--- config.mk ---
export PLATFORM = sky130hd
export DESIGN_NAME = least_loaded_device_allocator_unit
export DESIGN_NICKNAME = d
export VERILOG_FILES = /design/src/hdl/llda_pkg.sv /design/src/hdl/llda_ctrl.sv /design/src/hdl/llda_dp.sv /design/src/hdl/least_loaded_device_allocator_unit.sv
export SDC_FILE = /design/constraint.sdc
export NUM_CORES = 1
export LEC_CHECK = 0
export ABC_AREA = 0
export BUFFER_PORTS_ARGS = -buffer_cell sky130_fd_sc_hd__buf_4
export CORE_MARGIN = 5
export CORE_UTILIZATION = 36
export CTS_CLUSTER_SIZE = 12
export DETAILED_ROUTE_END_ITERATION = 8
export PLACE_DENSITY = 0.53
export SETUP_SLACK_MARGIN = 0.1
export SLEW_MARGIN = 5
export SYNTH_ARGS = -nofsm -noshare
export SYNTH_HDL_FRONTEND = slang
export SYNTH_HIERARCHICAL = 1
export SYNTH_SLANG_ARGS = --single-unit
--- constraint.sdc ---
create_clock -name clk -period 8.3 [get_ports clk]
set_input_delay 0.415 -clock clk [delete_from_list [all_inputs] [get_ports clk]]
set_output_delay 0.415 -clock clk [all_outputs]
set_load 0.01 [all_outputs]
--- src/hdl/llda_pkg.sv ---
`timescale 1ns / 1ps

package llda_pkg;

	// field widths fixed by the item format
	localparam int ACTION_W  = 3;
	localparam int ID_W      = 3;
	localparam int OUT_CNT_W = 16;
	localparam int STATUS_W  = 2;
	localparam int DEVCNT_W  = 4;

	// internal device number: wide enough for any device the register can enable
	localparam int DEV_W    = DEVCNT_W;
	localparam int MAX_LIVE = (1 << DEVCNT_W) - 1;

	localparam int MAX_DEVICES_DEF = 8;
	localparam int COUNT_WIDTH_DEF = 16;

	localparam logic [DEVCNT_W-1:0] DEVCNT_RST = 4'd8;

	localparam logic [ACTION_W-1:0] ACT_ACQ_AUTO  = 3'd0;
	localparam logic [ACTION_W-1:0] ACT_ACQ_NAMED = 3'd1;
	localparam logic [ACTION_W-1:0] ACT_REL_NAMED = 3'd2;
	localparam logic [ACTION_W-1:0] ACT_REL_CUR   = 3'd3;
	localparam logic [ACTION_W-1:0] ACT_QUERY     = 3'd4;

	localparam logic [STATUS_W-1:0] ST_OK        = 2'd0;
	localparam logic [STATUS_W-1:0] ST_INVALID   = 2'd1;
	localparam logic [STATUS_W-1:0] ST_AT_ZERO   = 2'd2;
	localparam logic [STATUS_W-1:0] ST_SATURATED = 2'd3;

	typedef struct packed {
		logic [ACTION_W-1:0] action;
		logic [ID_W-1:0]     device_id;
	} llda_req_t;

	typedef struct packed {
		logic [ID_W-1:0]      chosen_device;
		logic [OUT_CNT_W-1:0] use_count;
		logic [STATUS_W-1:0]  status;
	} llda_rsp_t;

	typedef struct packed {
		logic load;
		logic scan_step;
		logic commit;
	} llda_cmd_t;

	typedef struct packed {
		logic auto_req;
		logic scan_done;
		logic out_free;
	} llda_sts_t;

endpackage

--- src/hdl/llda_ctrl.sv ---
`timescale 1ns / 1ps

module llda_ctrl (
	input  logic               clk,
	input  logic               arst_n,
	input  logic               req_valid,
	output logic               req_stall,
	input  llda_pkg::llda_sts_t sts,
	output llda_pkg::llda_cmd_t cmd
);
	import llda_pkg::*;

	typedef enum logic [2:0] {
		S_IDLE = 3'b001,
		S_SCAN = 3'b010,
		S_EXEC = 3'b100
	} state_t;

	state_t state_q, state_d;

	always_comb begin
		state_d       = state_q;
		cmd.load      = 1'b0;
		cmd.scan_step = 1'b0;
		cmd.commit    = 1'b0;
		case (state_q)
			S_IDLE: begin
				if (req_valid) begin
					cmd.load = 1'b1;
					state_d  = sts.auto_req ? S_SCAN : S_EXEC;
				end
			end
			S_SCAN: begin
				cmd.scan_step = 1'b1;
				if (sts.scan_done) begin
					state_d = S_EXEC;
				end
			end
			S_EXEC: begin
				// wait for room in the result register
				if (sts.out_free) begin
					cmd.commit = 1'b1;
					state_d    = S_IDLE;
				end
			end
			default: begin
				state_d = S_IDLE;
			end
		endcase
	end

	assign req_stall = (state_q != S_IDLE);

	always_ff @(posedge clk or negedge arst_n) begin
		if (!arst_n) begin
			state_q <= S_IDLE;
		end else begin
			state_q <= state_d;
		end
	end

endmodule

--- src/hdl/llda_dp.sv ---
`timescale 1ns / 1ps

module llda_dp #(
	parameter int MAX_DEVICES = llda_pkg::MAX_DEVICES_DEF,
	parameter int COUNT_WIDTH = llda_pkg::COUNT_WIDTH_DEF
) (
	input  logic                              clk,
	input  logic                              arst_n,
	input  llda_pkg::llda_req_t               req,
	input  logic                              cfg_we,
	input  logic [llda_pkg::DEVCNT_W-1:0]     cfg_wdata,
	input  llda_pkg::llda_cmd_t               cmd,
	output llda_pkg::llda_sts_t               sts,
	output logic                              rsp_valid,
	input  logic                              rsp_stall,
	output llda_pkg::llda_rsp_t               rsp
);
	import llda_pkg::*;

	// only devices below the largest register value can ever be reached
	localparam int NUM_SLOTS = (MAX_DEVICES < MAX_LIVE) ? MAX_DEVICES : MAX_LIVE;
	localparam int SLOT_W    = (NUM_SLOTS > 1) ? $clog2(NUM_SLOTS) : 1;

	logic [COUNT_WIDTH-1:0] cnt_q [NUM_SLOTS];
	logic [DEVCNT_W-1:0]    devcnt_q;
	logic [ID_W-1:0]        cur_q;
	logic [ACTION_W-1:0]    action_q;
	logic [DEV_W-1:0]       dev_q;
	logic [DEV_W-1:0]       idx_q;
	logic [DEV_W-1:0]       best_q;
	logic [COUNT_WIDTH-1:0] best_cnt_q;
	logic                   rsp_valid_q;
	llda_rsp_t              rsp_q;

	logic [DEVCNT_W-1:0]    live;
	logic [DEV_W-1:0]       rd_addr;
	logic [COUNT_WIDTH-1:0] rd_cnt;
	logic                   rd_zero;
	logic                   better;
	logic                   scan_last;
	logic                   dev_ok;
	logic                   wr_en;
	logic [COUNT_WIDTH-1:0] wr_cnt;
	logic                   cur_en;
	logic [STATUS_W-1:0]    ex_status;
	logic [COUNT_WIDTH-1:0] ex_cnt;
	logic [OUT_CNT_W-1:0]   ex_cnt_out;

	assign live = (32'(devcnt_q) < MAX_DEVICES) ? devcnt_q : DEVCNT_W'(MAX_DEVICES);

	// single read port, shared by the scan and the update
	assign rd_addr = cmd.scan_step ? idx_q : dev_q;
	assign rd_cnt  = (32'(rd_addr) < NUM_SLOTS) ? cnt_q[rd_addr[SLOT_W-1:0]] : '0;
	assign rd_zero = (rd_cnt == '0);

	assign better    = (idx_q == '0) || (rd_cnt < best_cnt_q);
	assign scan_last = (live == '0) || rd_zero || (idx_q == live - 1'b1);

	assign sts.auto_req  = (req.action == ACT_ACQ_AUTO);
	assign sts.scan_done = scan_last;
	assign sts.out_free  = !rsp_valid_q || !rsp_stall;

	assign dev_ok = (dev_q < live);

	always_comb begin
		wr_en     = 1'b0;
		wr_cnt    = rd_cnt;
		cur_en    = 1'b0;
		ex_status = ST_OK;
		case (action_q)
			ACT_ACQ_AUTO, ACT_ACQ_NAMED: begin
				if (!dev_ok) begin
					ex_status = ST_INVALID;
				end else begin
					cur_en = 1'b1;
					if (rd_cnt == '1) begin
						ex_status = ST_SATURATED;
					end else begin
						wr_en  = 1'b1;
						wr_cnt = rd_cnt + 1'b1;
					end
				end
			end
			ACT_REL_NAMED, ACT_REL_CUR: begin
				if (!dev_ok) begin
					ex_status = ST_INVALID;
				end else if (rd_zero) begin
					ex_status = ST_AT_ZERO;
				end else begin
					wr_en  = 1'b1;
					wr_cnt = rd_cnt - 1'b1;
				end
			end
			default: begin
				ex_status = dev_ok ? ST_OK : ST_INVALID;
			end
		endcase
		ex_cnt = dev_ok ? wr_cnt : '0;
		// clamp wide counts to the result field
		if ((ex_cnt >> OUT_CNT_W) != '0) begin
			ex_cnt_out = '1;
		end else begin
			ex_cnt_out = OUT_CNT_W'(ex_cnt);
		end
	end

	always_ff @(posedge clk or negedge arst_n) begin
		if (!arst_n) begin
			for (int i = 0; i < NUM_SLOTS; i++) begin
				cnt_q[i] <= '0;
			end
			devcnt_q    <= DEVCNT_RST;
			cur_q       <= '0;
			rsp_valid_q <= 1'b0;
		end else begin
			if (cfg_we) begin
				devcnt_q <= cfg_wdata;
			end
			if (cmd.commit) begin
				if (wr_en) begin
					cnt_q[dev_q[SLOT_W-1:0]] <= wr_cnt;
				end
				if (cur_en) begin
					cur_q <= dev_q[ID_W-1:0];
				end
				rsp_valid_q <= 1'b1;
			end else if (!rsp_stall) begin
				rsp_valid_q <= 1'b0;
			end
		end
	end

	always_ff @(posedge clk) begin
		if (cmd.load) begin
			action_q <= req.action;
			dev_q    <= (req.action == ACT_REL_CUR) ? DEV_W'(cur_q) : DEV_W'(req.device_id);
			idx_q    <= '0;
			best_q   <= '0;
		end
		if (cmd.scan_step) begin
			if (live == '0) begin
				dev_q <= '0;
			end else if (rd_zero) begin
				dev_q <= idx_q;
			end else begin
				if (better) begin
					best_q     <= idx_q;
					best_cnt_q <= rd_cnt;
				end
				if (scan_last) begin
					dev_q <= better ? idx_q : best_q;
				end else begin
					idx_q <= idx_q + 1'b1;
				end
			end
		end
		if (cmd.commit) begin
			rsp_q.chosen_device <= dev_q[ID_W-1:0];
			rsp_q.use_count     <= ex_cnt_out;
			rsp_q.status        <= ex_status;
		end
	end

	assign rsp_valid = rsp_valid_q;
	assign rsp       = rsp_q;

endmodule

--- src/hdl/least_loaded_device_allocator_unit.sv ---
`timescale 1ns / 1ps

// channel | valid     | stall     | payload    | transfer when
// --------+-----------+-----------+------------+-------------------------
// request | req_valid | req_stall | req        | req_valid && !req_stall
// result  | rsp_valid | rsp_stall | rsp        | rsp_valid && !rsp_stall
// config  | cfg_we    | -         | cfg_wdata  | cfg_we
//
// named acquire, releases and queries go from transfer through S_EXEC to the registered result
// acquire-least-used first runs a scan in S_SCAN that visits the counters (1 to live devices)
// the scan and the update share the one read port of the counter store
// the result sits in its own register, so a held result stalls only the final update
// arst_n clears all counters and the current device, and sets device_count to 8

module least_loaded_device_allocator_unit #(
	parameter int MAX_DEVICES = llda_pkg::MAX_DEVICES_DEF,
	parameter int COUNT_WIDTH = llda_pkg::COUNT_WIDTH_DEF
) (
	input  logic                          clk,
	input  logic                          arst_n,
	input  logic                          req_valid,
	output logic                          req_stall,
	input  llda_pkg::llda_req_t           req,
	output logic                          rsp_valid,
	input  logic                          rsp_stall,
	output llda_pkg::llda_rsp_t           rsp,
	input  logic                          cfg_we,
	input  logic [llda_pkg::DEVCNT_W-1:0] cfg_wdata
);
	import llda_pkg::*;

	llda_cmd_t cmd;
	llda_sts_t sts;

	llda_ctrl u_ctrl (
		.clk       (clk),
		.arst_n    (arst_n),
		.req_valid (req_valid),
		.req_stall (req_stall),
		.sts       (sts),
		.cmd       (cmd)
	);

	llda_dp #(
		.MAX_DEVICES (MAX_DEVICES),
		.COUNT_WIDTH (COUNT_WIDTH)
	) u_dp (
		.clk       (clk),
		.arst_n    (arst_n),
		.req       (req),
		.cfg_we    (cfg_we),
		.cfg_wdata (cfg_wdata),
		.cmd       (cmd),
		.sts       (sts),
		.rsp_valid (rsp_valid),
		.rsp_stall (rsp_stall),
		.rsp       (rsp)
	);

endmodule

==> results of run 1 <==
[state kept, by name, indices dropped and copies added (netlist names)]
name and count:
u_dp/best_cnt_q 16, u_dp/idx_q 4, u_dp/rsp 21, u_dp/devcnt_q 4, u_dp/best_q 4, u_dp/dev_q 4, u_dp/cur_q 3, u_ctrl/state_q 3
u_dp/action_q 2, u_dp/cnt_q 128, u_dp/rsp_valid 1
[worst max-delay path, cell delays in order, from the launching register on]
cell,delay [ps]
dfrtp_1,480
nor3b_4,720
buf_4,320
or2_1,530
o22a_1,270
o221ai_1,130
a32oi_2,480
inv_1,220
ha_1,340
a21o_1,180
a21o_1,170
a211o_1,290
o211ai_1,100
a21oi_1,120
o41a_1,510
nand3b_1,350
inv_1,590
[path summary, 6_finish.rpt]
kind	to	startpoint	slack, ps
setup / recovery	u_dp/best_cnt_q[0]	u_ctrl/state_q[1]	2110
hold / removal	u_dp/devcnt_q[3]	cfg_we	170
setup reg to reg	u_dp/best_cnt_q[0]	u_ctrl/state_q[1]	2110
hold reg to reg	u_dp/cur_q[0]	u_dp/cur_q[0]	490
max in group asynchronous	u_dp/cnt_q[64]	arst_n	6350
min in group asynchronous	u_dp/cnt_q[75]	arst_n	520
[cell families after synthesis]
group / after synthesis / synth area share (%)
AO/OA/AOI/OAI: 255 / 16.64
XOR/XNOR: 17 / 2.101
adder cells (fa/ha/maj): 24 / 2.771
buffers and inverters: 92 / 4.318
flip-flops: 190 / 45.14
multiplexers: 116 / 13.23
AND/OR/NAND/NOR: 328 / 15.79
[layout make-up]
class / count / area share, %
multi-input cells: 740 / 45.77
flip-flops and latches: 190 / 40.66
well taps: 390 / 4.055
clock buffers: 20 / 3.795
repair buffers: 51 / 3.234
inverters: 42 / 1.310
clock inverters: 12 / 1.175
[layer usage]
metal	up-vias	wire, um	global-route usage (%)
li1	3775	-	-
met1	4043	14010	25.56
met2	288	14120	29.27
met3	58	1991	3.542
met4	0	815	5.572
met5	-	0	0
[repair_timing]
item / 4_1_cts / 5_1_grt
hold buffers: 1 / 0
hold endpoints to repair: 41 / 0
setup endpoints to repair: 0 / 0
resized for setup: 0 / 0
[power breakdown]
group	internal, uW	total [uW]	leakage (uW)	switching (uW)
combinational	561	1590	0.00264	1030
clock	446	849	0.000297	402
sequential	1140	1270	0.00236	135
total	2150	3720	0.00530	1570
[cell usage after synthesis, types with 10 or more instances]
library cell	n	share of area, %
clkbuf_1	14	0.48
nand2_1	94	3.3
nor3_1	20	0.92
nand2b_1	13	0.75
o21ai_0	73	3.4
o221ai_1	11	0.89
a21oi_1	36	1.7
o22a_1	13	1.1
a21boi_0	11	0.76
mux2_2	70	7.3
nor2_1	93	3.2
a21o_1	10	0.69
nor2b_1	33	1.9
dfxtp_1	12	2.2
mux2i_1	11	1.0
buf_2	20	0.92
mux2_4	16	2.2
mux2_1	11	1.1
ha_1	24	2.8
inv_1	39	1.4
edfxtp_1	39	11
nand4_1	14	0.81
dfrtp_1	137	32
o22ai_1	13	0.75
[stage by stage]
stage | std cells | worst slack, ps | hold WS [ps] | utilization, % | total power [uW]
finish | 1445 | 2107 | 167.7 | 40.49 | 3717
global route | 1445 | 1821 | 154.6 | 40.49 | 3926
CTS | 1445 | 2145 | 152.0 | 40.49 | 3720
detailed placement | 1412 | 2157 | 448.7 | 38.44 | 2859
global placement | 1412 | 2271 | 453.9 | 38.44 | 2852
floorplan | 1022 | 3602 | 119.4 | - | 2362
==> impl_metrics.ini, run 1 <==
[job]
maxCapViolCount = 0

[pwr]
leakage_uw = 0.005298
powerDensity_mw_per_mm2 = 308.9
ir_drop_v = 0.0001560

[routing]
drtIter0Drc = 736
drt-pass1-iter-count = 5
ant_nets = 0
routedWlPerCell_um = 21.41
viasPerCell = 5.650
drc = 0
vias = 8164
totalWireLength_mm = 30.94

[place]
dpl_cell_area_mm2 = 0.01142
dp_hpwl_mm = 21.33
io_buffers = 37
gp_congestion = 0.9106

[clock_tree]
path_clk_slew_ps = 80
cts_buffer_depth = 2
cts_setup_buffers = 0
clock_latency_ps = 440
cts_inserted_buffers = 17
cts_max_level = 4
cts.sinks = 190
cts_tree = yes
clockRootBuffer = clkbuf_16

[status]
status = finished, final reports clean

[die]
core_mm2 = 0.02972
rows = 63
die_w_um = 183.5
die_height_um = 183.5
die-area_mm2 = 0.03367
io_pins = 38
start_util_pct = 36.47

[yosys]
synth_cell_types = 105
ys_seq_elements = 190
avgSynthCellArea_um2 = 10.60
seq_area_frac_synth_pct = 45.14
syn_inst = 1022
yosysWarnings = 6
async_flop_share_pct = 73.16
synthesis.area_mm2 = 0.01084
synth-edff-count = 39
synth_ff_type = dfrtp_1
syn-num-nets = 1061

[sta]
fmax_mhz = 161.5
worst_slew_pin_slew_ps = 1167
rsz0062_at_grt = no
setup_violations = 0
final-hold-violation-count = 0
layout_min_cycle_time_ps = 6193
tns_ps = 0
slew_headroom_pct = 21.61
period_share_pct = 74.61
fin_skew_ps = 16.74
finalMaxSlewViolations = 0

[layout]
regArea_mm2 = 0.004892
layout-drive-gt1-share_pct = 22.65
multiInputGateArea_mm2 = 0.005508
fin_area_mm2 = 0.01203
final_common_cell = dfrtp_1
n_antenna_cell = 0
nNetsFinal = 1081
fillCellCount = 2890
area_growth_pct = 11.04
final_cell_mix = dfrtp_1, nand2_1, nor2_1

[setup_path]
end_kind = flop
path_max_fanout = 16
critical_path_class = reg -> reg
r2r_cells = 16
cp.arrival_ps = 6270
crit_path_start_kind = flop
worstPathRequired_ps = 8370

[grt]
first_global_vias = 7954
grt_overflow_total = 0
grt_pass1_wl_mm = 48.31
track_usage_pct = 18.40
grt_max_degree = 77
antenna_found_initial = 0

[min_path]
hp-class = in -> reg
hold_depth = 2
(Power assumes the default switching activity.)
==> inputs of run 2 (changes only) <==
clock period = 5.9 ns   (was 8.3 ns; I/O delays follow)
==> run 2 against run 1 <==
Final cell count up 1.9%; power grew 45%; non-clock buffer count grew 27; clock skew is 3.8 ps lower; utilization rose by 0.84 points; global-route usage is 0.80 points higher; first-iteration DRC count decreased by 3.0%; clock power is 48% higher; fmax increased by 15%; cell area grew 2.1%.
==> impl_metrics.ini, run 2 (synthesis gave the netlist of run 1 again) <==
[clock_tree]
path_clk_slew_ps = 80
cts_tree = yes
cts.sinks = 190
clockRootBuffer = clkbuf_16
cts_buffer_depth = 2
cts_resized = 0
clock_latency_ps = 450
cts_setup_buffers = 0
cts_max_level = 4
cts_inserted_buffers = 17

[layout]
top_register = u_dp/cnt_q
fin_util_pct = 41.33
layout-drive-gt1-share_pct = 24.68
n_antenna_cell = 0
nNetsFinal = 1108
final_cell_mix = dfrtp_1, nand2_1, nor2_1
final_common_cell = dfrtp_1
area_growth_pct = 13.34
largest_reg_flops = 128
fillCellCount = 2832

[routing]
vias = 8251
routedWlPerCell_um = 21.72
totalWireLength_mm = 31.97
drtIter0Drc = 714
drt-pass1-iter-count = 5
ant_nets = 0
drc = 0
viasPerCell = 5.605

[grt]
first_global_vias = 8051
track_usage_pct = 19.21
grt_max_degree = 81
grt_overflow_total = 0
antenna_found_initial = 0
grt_pass1_wl_mm = 49.91

[sta]
worst_slew_pin_slew_ps = 917.1
fin_skew_ps = 12.98
period_share_pct = 90.96
final-hold-violation-count = 0
tns_ps = 0
finalMaxSlewViolations = 0
rsz0062_at_grt = no
setup_violations = 0
layout_min_cycle_time_ps = 5366
slew_headroom_pct = 38.45
fmax_mhz = 186.3

[setup_path]
r2r_cells = 14
end_kind = flop
crit_path_start_kind = flop
crit_start = u_ctrl/state_q[1]
r2r-start = u_ctrl/state_q[1]
cp_slowest_cell = or4_4
slowest_delay_ps = 710
cp.arrival_ps = 5700
endpoint = u_dp/cnt_q[93]
path_max_fanout = 29
critical_path_class = reg -> reg
worstPathRequired_ps = 6240
r2r-end = u_dp/cnt_q[93]
regToRegSetupSlack_ps = 530
path_cells = nor3b_4, buf_4, mux2_4, mux4_2, o22ai_1, a311o_2, clkinv_1, ha_1, and3_1, and3_4, nand4b_4, nand3_2, or4_4, mux2_1

[place]
dp_hpwl_mm = 22.23
io_buffers = 37
gp_congestion = 0.8604

[die]
rows = 63
die_w_um = 183.5
io_pins = 38
die_height_um = 183.5
die-area_mm2 = 0.03367
start_util_pct = 36.47
core_mm2 = 0.02972

[pwr]
ir_drop_v = 0.0002247
powerDensity_mw_per_mm2 = 439.5
leakage_uw = 0.005448

[status]
status = finished, final reports clean

[min_path]
hp-class = in -> reg
min-delay-start = cfg_we

[job]
maxCapViolCount = 0
-- run 2: changes by cell type in the layout (fill, tap and decap cells not counted) --
cell       delta
clkbuf_8      -2
bufinv_16     +1
clkinv_8      +4
buf_4        +27
clkbuf_1      -1
inv_6         -2
-- run 2: critical path, delay by kind of cell (launching register included) --
kind	cells	cell delay, ps
adder cells (fa/ha/maj)	1	340
flip-flops	1	490
multiplexers	3	1370
AO/OA/AOI/OAI	2	380
buffers and inverters	2	560
AND/OR/NAND/NOR	6	2050
-- run 2: per-layer routing --
| metal | vias up | global-route usage (%) | share of wire (%) |
|---|---|---|---|
| li1 | 3818 | - | - |
| met1 | 4147 | 27.56 | 48 |
| met2 | 254 | 30.14 | 46 |
| met3 | 32 | 3.443 | 5.1 |
| met4 | 0 | 4.946 | 1.3 |
| met5 | - | 0 | 0 |
-- run 2: worst min-delay path by stage --
stage                     cells past startpoint                 to
final                                         2   u_dp/devcnt_q[3]
after global placement                        1     u_dp/cnt_q[62]
after CTS                                     2   u_dp/devcnt_q[3]
after detailed placement                      1     u_dp/cnt_q[62]
after floorplan                               0  u_ctrl/state_q[1]
after global routing                          1   u_dp/action_q[1]
-- run 2: where the power goes --
part	switching (uW)	internal, uW	leakage [uW]
clock network	600	658	0.000314
logic	1500	860	0.00277
registers	173	1600	0.00236
-- run 2: repair_timing --
action	4_1_cts	5_1_grt
endpoints found under the hold margin	77	0
hold buffers	1	0
endpoints found under the setup margin	0	0
-- run 2: cell type report --
| class | instances | area (um2) | share of cell area [%] |
|---|---|---|---|
| multi-input combinational | 740 | 5508 | 44.85 |
| sequential | 190 | 4892 | 39.83 |
| timing repair buffer | 78 | 591.8 | 4.819 |
| tap | 390 | 488.0 | 3.973 |
| clock buffer | 17 | 425.4 | 3.464 |
| clock inverter | 15 | 219.0 | 1.783 |
| inverter | 42 | 157.7 | 1.284 |
-- run 2: metrics by stage --
step	total power (uW)	hold slack (ps)	cell area [um2]	setup slack (ps)	cells
6_report	5398	38.79	12280	533.6	1472
3_5_place_dp	4125	430.2	11630	593.7	1439
2_1_floorplan	3323	-0.5911	10840	1202	1022
4_1_cts	5400	15.23	12280	585.2	1472
5_1_grt	5696	26.39	12280	124.6	1472
3_3_place_gp	4121	430.1	11630	602.2	1439
==> inputs of run 3 (changes only) <==
clock period = 5.85 ns   (was 5.9 ns; I/O delays follow)
==> run 3 against run 2 <==
Die area unchanged; wire length down 0.51%; first-iteration DRC count up 2.5%; worst hold slack worse by 2.2 ps; non-clock buffer count down 1; critical endpoint is now u_dp/rsp[10].
==> impl_metrics.ini, run 3 (synthesis gave the netlist of run 1 again) <==
[setup_path]
cp.arrival_ps = 5720
crit_path_start_kind = flop
r2r-start = u_ctrl/state_q[1]
crit_start = u_ctrl/state_q[1]
end_kind = flop
critical_path_class = reg -> reg
path_max_fanout = 29
worstPathRequired_ps = 6150

[clock_tree]
cts_max_level = 4
clockRootBuffer = clkbuf_16
cts_inserted_buffers = 17
cts_buffer_depth = 2
path_clk_slew_ps = 70
clock_latency_ps = 450
cts.sinks = 190
hold_buffers = 1
cts_setup_buffers = 0
cts_tree = yes
cts_resized = 0

[pwr]
combPwrFrac_pct = 44.3
leakage_uw = 0.005433
switching_power_uw = 2280
swShare_pct = 42.09
powerDensity_mw_per_mm2 = 442.5
pwr-share-seq_pct = 33.1
pwr-share-clk_pct = 22.6
ir_drop_v = 0.0002440
p_int_uw = 3137
finalPower_uw = 5417

[place]
dp_hpwl_mm = 22.03
place_ws_ps = 588.1
gp_congestion = 0.8605
io_buffers = 37

[grt]
grt_overflow_total = 0
antenna_found_initial = 0
grt_max_degree = 94
track_usage_pct = 19.21
first_global_vias = 8195
grt_pass1_wl_mm = 49.67

[routing]
totalWireLength_mm = 31.81
drtIter0Drc = 732
drc = 0
drt-pass1-iter-count = 5
ant_nets = 0
viasPerCell = 5.572
routedWlPerCell_um = 21.62
vias = 8197

[sta]
fin_skew_ps = 15.17
layout_min_cycle_time_ps = 5420
period_share_pct = 92.64
rsz0062_at_grt = no
worst_slew_pin_slew_ps = 939.5
finalMaxSlewViolations = 0
tns_ps = 0
final-hold-violation-count = 0
fmax_mhz = 184.5
slew_headroom_pct = 37.14
setup_violations = 0
setup_ws_ps = 430.3

[layout]
n_antenna_cell = 0
top_register = u_dp/cnt_q
fillCellCount = 2828
nNetsFinal = 1107
final_common_cell = dfrtp_1
layout-drive-gt1-share_pct = 24.61
area_growth_pct = 12.99
final_cell_mix = dfrtp_1, nand2_1, nor2_1
largest_reg_flops = 128

[min_path]
hp-class = in -> reg
min-delay-start = req[4]

[die]
die_w_um = 183.5
die_height_um = 183.5
rows = 63
io_pins = 38
die-area_mm2 = 0.03367
start_util_pct = 36.47
core_mm2 = 0.02972

[status]
status = finished, final reports clean

[job]
maxCapViolCount = 0
## run 3: cell types whose count changed in the layout (fill, tap and decap cells not counted), sizes merged
| cell | before | now |
|---|---|---|
| bufinv | 2 | 1 |
| clkinv | 7 | 3 |
| inv | 48 | 52 |
| clkbuf | 17 | 18 |
| buf | 77 | 76 |
## run 3: final timing paths
check                                   end  slack, ps  cells past startpoint
min in group asynchronous    u_dp/cnt_q[29]        500                      2
hold / removal             u_dp/action_q[1]         40                      1
max in group asynchronous   u_dp/cnt_q[117]       4170                      3
setup reg to reg               u_dp/rsp[10]        430                     12
setup / recovery               u_dp/rsp[10]        430                     12
hold reg to reg               u_dp/cnt_q[0]        490                      2
## run 3: critical path, stage by stage, from the launching register on
cell	delay, ps
dfrtp_1	490
nor3b_4	220
buf_4	340
mux2_4	540
mux4_2	570
a22oi_1	560
ha_1	290
nand3_1	160
or4_1	740
o21ai_4	320
o32ai_1	130
xor2_1	660
nor2b_1	220
## run 3: power by group through the flow
stage               clock network (uW)  registers [uW]  logic (uW)
finish                            1230            1790        2400
floorplan                            0            1750        1600
global placement                     0            1810        2360
global route                      1320            1820        2610
detailed placement                   0            1810        2370
CTS                               1260            1790        2380
## run 3: layout make-up
cell class | instances | area (um2) | area share (%)
Clock buffer | 18 | 450.4 | 3.679
Clock inverter | 14 | 163.9 | 1.339
Inverter | 42 | 157.7 | 1.288
Multi-Input combinational cell | 740 | 5508 | 44.98
Sequential cell | 190 | 4892 | 39.96
Tap cell | 390 | 488.0 | 3.985
Timing Repair Buffer | 77 | 584.3 | 4.772
## run 3: per-layer routing
layer / GRT usage, % / share of wire (%) / wire length [um]
met1: 26.85 / 46 / 14660
met2: 30.59 / 46 / 14710
met3: 3.542 / 5.6 / 1795
met4: 5.602 / 2.0 / 633
met5: 0 / 0 / 0
## run 3: per-stage QoR
stage	hold WS (ps)	util, %	cell area (um2)	std cells
2_1_floorplan	-3.091	-	10840	1022
3_3_place_gp	461.3	39.10	11620	1438
3_5_place_dp	466.9	39.10	11620	1438
4_1_cts	21.62	41.20	12240	1471
5_1_grt	21.38	41.20	12240	1471
6_report	36.58	41.20	12240	1471
